File: src/rtl/ffba_pkg.sv
package ffba_pkg;

  localparam int unsigned InDataW  = 24;
  localparam int unsigned OutDataW = 16;
  localparam int unsigned CfgDataW = 11;
  localparam int unsigned ReqW     = 10;
  localparam int unsigned AddrW    = 10;
  localparam int unsigned StatusW  = 2;

  localparam logic [CfgDataW-1:0] ArenaReset = 11'd1024;

  localparam logic OP_ALLOC = 1'b0;
  localparam logic OP_FREE  = 1'b1;

  localparam logic [StatusW-1:0] ST_OK       = 2'd0;
  localparam logic [StatusW-1:0] ST_NO_FIT   = 2'd1;
  localparam logic [StatusW-1:0] ST_BAD_FREE = 2'd2;

  typedef enum logic [3:0] {
    S_CLR,
    S_IDLE,
    S_DECODE,
    S_A_RD,
    S_A_CHK,
    S_A_SPLIT,
    S_F_START,
    S_F_H,
    S_F_NXRD,
    S_F_NX,
    S_F_PRD,
    S_F_P,
    S_F_DROP,
    S_RESP
  } ffba_state_t;

  typedef enum logic [4:0] {
    ACT_NONE,
    ACT_CLR,
    ACT_LOAD,
    ACT_RD_CUR,
    ACT_ADV,
    ACT_SPLIT1,
    ACT_SPLIT2,
    ACT_TAKE,
    ACT_NOFIT,
    ACT_BAD,
    ACT_RD_H,
    ACT_LATCH_H,
    ACT_RD_NX,
    ACT_MERGE_NX,
    ACT_RD_P,
    ACT_KEEP_H,
    ACT_MERGE_P,
    ACT_DROP_H,
    ACT_PUSH
  } ffba_act_t;

  typedef struct packed {
    logic clr_last;
    logic op_free;
    logic cur_end;
    logic rd_valid;
    logic rd_free;
    logic fit;
    logic split;
    logic addr_bad;
    logic hnx_in;
    logic p_ok;
    logic out_free;
  } ffba_status_t;

endpackage

File: src/rtl/ffba_ctrl.sv
module ffba_ctrl (
  input  logic                  clk,
  input  logic                  rst_n,
  input  logic                  cfg_valid,
  input  logic                  in_tvalid,
  output logic                  in_tready,
  input  ffba_pkg::ffba_status_t status,
  output ffba_pkg::ffba_act_t   act
);
  import ffba_pkg::*;

  ffba_state_t state_r, state_nxt;

  always_ff @(posedge clk) begin
    if (!rst_n) begin
      state_r <= S_CLR;
    end else begin
      state_r <= state_nxt;
    end
  end

  always_comb begin
    state_nxt = state_r;
    unique case (state_r)
      S_CLR:     if (status.clr_last) state_nxt = S_IDLE;
      S_IDLE:    if (in_tvalid) state_nxt = S_DECODE;
      S_DECODE:  state_nxt = status.op_free ? S_F_START : S_A_RD;
      S_A_RD:    state_nxt = status.cur_end ? S_RESP : S_A_CHK;
      S_A_CHK: begin
        priority if (!status.rd_valid) state_nxt = S_RESP;
        else if (status.fit && status.split) state_nxt = S_A_SPLIT;
        else if (status.fit) state_nxt = S_RESP;
        else state_nxt = S_A_RD;
      end
      S_A_SPLIT: state_nxt = S_RESP;
      S_F_START: state_nxt = status.addr_bad ? S_RESP : S_F_H;
      S_F_H: begin
        if (!status.rd_valid || status.rd_free) state_nxt = S_RESP;
        else state_nxt = S_F_NXRD;
      end
      S_F_NXRD:  state_nxt = status.hnx_in ? S_F_NX : S_F_PRD;
      S_F_NX:    state_nxt = S_F_PRD;
      S_F_PRD:   state_nxt = status.p_ok ? S_F_P : S_RESP;
      S_F_P:     state_nxt = (status.rd_valid && status.rd_free) ? S_F_DROP : S_RESP;
      S_F_DROP:  state_nxt = S_RESP;
      S_RESP:    if (status.out_free) state_nxt = S_IDLE;
      default:   state_nxt = S_CLR;
    endcase
    // A new arena size restarts the clearing sweep wherever we are.
    if (cfg_valid) state_nxt = S_CLR;
  end

  always_comb begin
    act       = ACT_NONE;
    in_tready = 1'b0;
    unique case (state_r)
      S_CLR: act = ACT_CLR;
      S_IDLE: begin
        in_tready = 1'b1;
        if (in_tvalid) act = ACT_LOAD;
      end
      S_DECODE: act = ACT_NONE;
      S_A_RD:   act = status.cur_end ? ACT_NOFIT : ACT_RD_CUR;
      S_A_CHK: begin
        priority if (!status.rd_valid) act = ACT_NOFIT;
        else if (status.fit && status.split) act = ACT_SPLIT1;
        else if (status.fit) act = ACT_TAKE;
        else act = ACT_ADV;
      end
      S_A_SPLIT: act = ACT_SPLIT2;
      S_F_START: act = status.addr_bad ? ACT_BAD : ACT_RD_H;
      S_F_H: begin
        if (!status.rd_valid || status.rd_free) act = ACT_BAD;
        else act = ACT_LATCH_H;
      end
      S_F_NXRD: act = status.hnx_in ? ACT_RD_NX : ACT_NONE;
      S_F_NX:   act = (status.rd_valid && status.rd_free) ? ACT_MERGE_NX : ACT_NONE;
      S_F_PRD:  act = status.p_ok ? ACT_RD_P : ACT_KEEP_H;
      S_F_P:    act = (status.rd_valid && status.rd_free) ? ACT_MERGE_P : ACT_KEEP_H;
      S_F_DROP: act = ACT_DROP_H;
      S_RESP:   act = status.out_free ? ACT_PUSH : ACT_NONE;
      default:  act = ACT_NONE;
    endcase
  end

endmodule

File: config.mk
export PLATFORM = sky130hd
export DESIGN_NAME = ffba_ctrl
export DESIGN_NICKNAME = d
export VERILOG_FILES = /design/src/rtl/ffba_pkg.sv /design/src/rtl/ffba_ctrl.sv
export SDC_FILE = /design/constraint.sdc
export NUM_CORES = 1
export LEC_CHECK = 0
export BUFFER_PORTS_ARGS = -buffer_cell sky130_fd_sc_hd__buf_2
export CORE_UTILIZATION = 54
export DETAILED_ROUTE_END_ITERATION = 10
export GPL_ROUTABILITY_DRIVEN = 0
export PLACE_DENSITY = 0.93
export SETUP_SLACK_MARGIN = 0.3
export SLEW_MARGIN = 20
export SYNTH_ARGS = -nofsm -noshare
export SYNTH_HDL_FRONTEND = slang
export SYNTH_SLANG_ARGS = --single-unit
export TNS_END_PERCENT = 100
File: constraint.sdc
create_clock -name clk -period 2.9 [get_ports clk]
set_clock_uncertainty 0.05 [all_clocks]
set_input_delay 0.29 -clock clk [delete_from_list [all_inputs] [get_ports clk]]
set_output_delay 0.29 -clock clk [all_outputs]
set_load 0.02 [all_outputs]
==> results.sh <==
export IMPL_synth_edf_count=0
export IMPL_gr_total_overflow=0
export IMPL_clkPwrFrac_pct=36.0
export IMPL_peakVddDrop_mv=0.285
export IMPL_synth_flop_cell="dfxtp_1"
export IMPL_post_cts_setup_buffers=0
export IMPL_cts_tree="done"
export IMPL_clkSlewWorstSetupHoldPaths_ns=0.04
export IMPL_ctsRootBufferMaster="clkbuf_4"
export IMPL_drc=0
export IMPL_grt_pass1_wl_mm=3.31
export IMPL_drtIter0Drc=40
export IMPL_p_int_w=0.000132
export IMPL_insertion_delay_ns=0.24
export IMPL_swShare_pct=33.9
export IMPL_clk_path_buf_depth=2
export IMPL_cp_max_fo=29
export IMPL_largest_register_ffs=4
export IMPL_crit_required_ns=2.56
export IMPL_fp_row_count=12
export IMPL_ant_nets=0
export IMPL_synth_area_leader_cell="nand2b_1"
export IMPL_cp_data_arrival_time_ns=2.03
export IMPL_yosys_top_cells_area="nand2b_1 (11%), dfxtp_1 (11%), a21oi_1 (6.2%)"
export IMPL_vias=912
export IMPL_endpoint_kind="primary output"
export IMPL_clock_sinks=4
export IMPL_period_minus_slack_ns=2.37
export IMPL_ctsHoldBuffers=0
export IMPL_start_util_pct=61.5
export IMPL_final_setup_tns_ns=0
export IMPL_synth_top_area_share_pct=11.1
export IMPL_vias_per_cell=6.61
export IMPL_numPortBuffers=20
export IMPL_setup_violations_final=0
export IMPL_slew_violations=0
export IMPL_rsz0062_at_grt="no"
export IMPL_yosysWarnings=0
export IMPL_grt_use_total_pct=32.1
export IMPL_slew_headroom_pct=40.8
export IMPL_largestRegisters="state_r: 4 flops"
export IMPL_syn_nets=126
export IMPL_async_flop_share_pct=0
export IMPL_area_delta_synth_final_pct=11.5
export IMPL_h_tree_depth=1
export IMPL_drive_gt1_share_pct=24.2
export IMPL_hold_viol=0
export IMPL_ys_ff_latch=4
export IMPL_fin_crit_sh_pct=81.7
export IMPL_worst_setup_path_type="register to primary output"
export IMPL_drv_cap=0
export IMPL_fmax_ghz=0.422
export IMPL_antenna_found_initial=0
export IMPL_n_antenna_cell=0
export IMPL_synth_cells=111
export IMPL_dp_hpwl_mm=1.44
export IMPL_dp_cells=135
export IMPL_p_seq_share_pct=31.4
export IMPL_die_h_um=38.8
export IMPL_yosysUniqueCellTypes=40
export IMPL_largest_register="state_r"
export IMPL_synth_yosys_seq_area_share_pct=11.0
export IMPL_cts_resized_gates=0
export IMPL_powerDensity_nw_per_um2=245
export IMPL_synthesis_area_um2=729
export IMPL_grt_max_degree=30
export IMPL_totalWireLength_mm=1.98
export IMPL_start_kind="register"
export IMPL_hold_class="primary input to register"
export IMPL_io_pins=21
export IMPL_detail_route_first_pass_iterations=4
export IMPL_fin_cells=138
export IMPL_wire_per_inst_um=14.3
export IMPL_nets=141
export IMPL_p_leak_nw=0.318
export IMPL_tightest_slew_ns=0.887
export IMPL_status="finished clean"
export IMPL_dieArea_um2=1500
export IMPL_combinationalPowerShare_pct=32.7
export IMPL_numCtsBuffers=3
export IMPL_switchingPower_w=0.0000674
export IMPL_syn_area_per_cell_um2=6.57
export IMPL_fp_dieW_um=38.8
export IMPL_grt_pass1_vias=734
export IMPL_core_area_um2=1190
logic make-up (layout without fill, tap and decap cells):
logic type	count (synthesis)	count (layout)	share of synthesized area, %
AND/OR/NAND/NOR	48	48	38.3
AO/OA/AOI/OAI	43	43	38.6
buffers and inverters	15	28	10.8
flip-flops	4	4	11.0
multiplexers	1	1	1.37
critical path, stage by stage (launching register included):
cell and delay (ns):
dfxtp_1 0.89, nand2b_1 0.19, o21ai_0 0.21, a21oi_1 0.10, o2111ai_1 0.21, buf_2 0.19
cells in the mapped netlist (2+ instances only):
master	number
nand2b_1	13
a22oi_1	2
nor2_1	10
o21ai_0	7
a31oi_1	4
inv_1	4
nor2_2	2
buf_2	9
o21ai_1	5
o2111ai_1	3
nand3_1	2
dfxtp_1	4
o22ai_1	3
a21oi_1	9
nor2b_1	3
nand2_1	7
power by group through the flow:
stage / combinational (W) / sequential (W) / clock (W)
CTS: 0.0000642 / 0.0000623 / 0.0000748
global placement: 0.0000614 / 0.0000631 / 0
floorplan: 0.0000464 / 0.0000586 / 0
finish: 0.0000650 / 0.0000624 / 0.0000715
detailed placement: 0.0000638 / 0.0000632 / 0
global route: 0.0000715 / 0.0000630 / 0.0000781
layout by cell type (no fill, tap or decap), types with 2 or more instances in the layout:
cell type,count
nor2_1,10
a22oi_1,2
buf_2,20
dfxtp_1,4
o2111ai_1,3
inv_1,4
a31oi_1,4
nand2_1,7
o21ai_1,5
nor2_2,2
clkbuf_4,3
a21oi_1,9
o21ai_0,7
nor2b_1,3
nand3_1,2
o22ai_1,3
nand2b_1,13
metrics by stage:
step	setup slack, ns	util (%)	hold WS [ns]	instance area (um^2)	total power, W
after floorplan	1.27	-	0.400	729	0.000105
after global placement	0.894	66.7	0.534	791	0.000125
final	0.529	68.6	0.297	813	0.000199
after global routing	0.340	68.6	0.302	813	0.000213
after detailed placement	0.815	66.7	0.545	791	0.000127
after CTS	0.558	68.6	0.293	813	0.000201
path summary, 6_finish.rpt:
check                                              from                 endpoint  slack [ns]  cells past startpoint
worst max-delay path            state_r[1]$_SDFFE_PP0P_                   act[0]        0.53                      5
worst min-delay path                          cfg_valid  state_r[0]$_SDFFE_PP0P_        0.30                      3
worst max register to register  state_r[1]$_SDFFE_PP0P_  state_r[0]$_SDFFE_PP0P_        1.15                      4
worst min register to register  state_r[2]$_SDFFE_PP0P_  state_r[2]$_SDFFE_PP0P_        0.73                      2
metal layers:
metal	vias up	track usage, %	routed length (um)
li1	442	-	-
met1	419	43.3	866
met2	49	52.5	983
met3	2	9.25	120
met4	0	1.72	8
met5	-	0	0
cell type report:
cell class	instances	area (um^2)
Timing Repair Buffer	21	108
Inverter	4	15.0
Fill cell	109	373
Multi-Input combinational cell	92	571
Sequential cell	4	80.1
Tap cell	14	17.5
Clock buffer	3	22.5
Note: power is estimated with default switching activity, not from simulation.
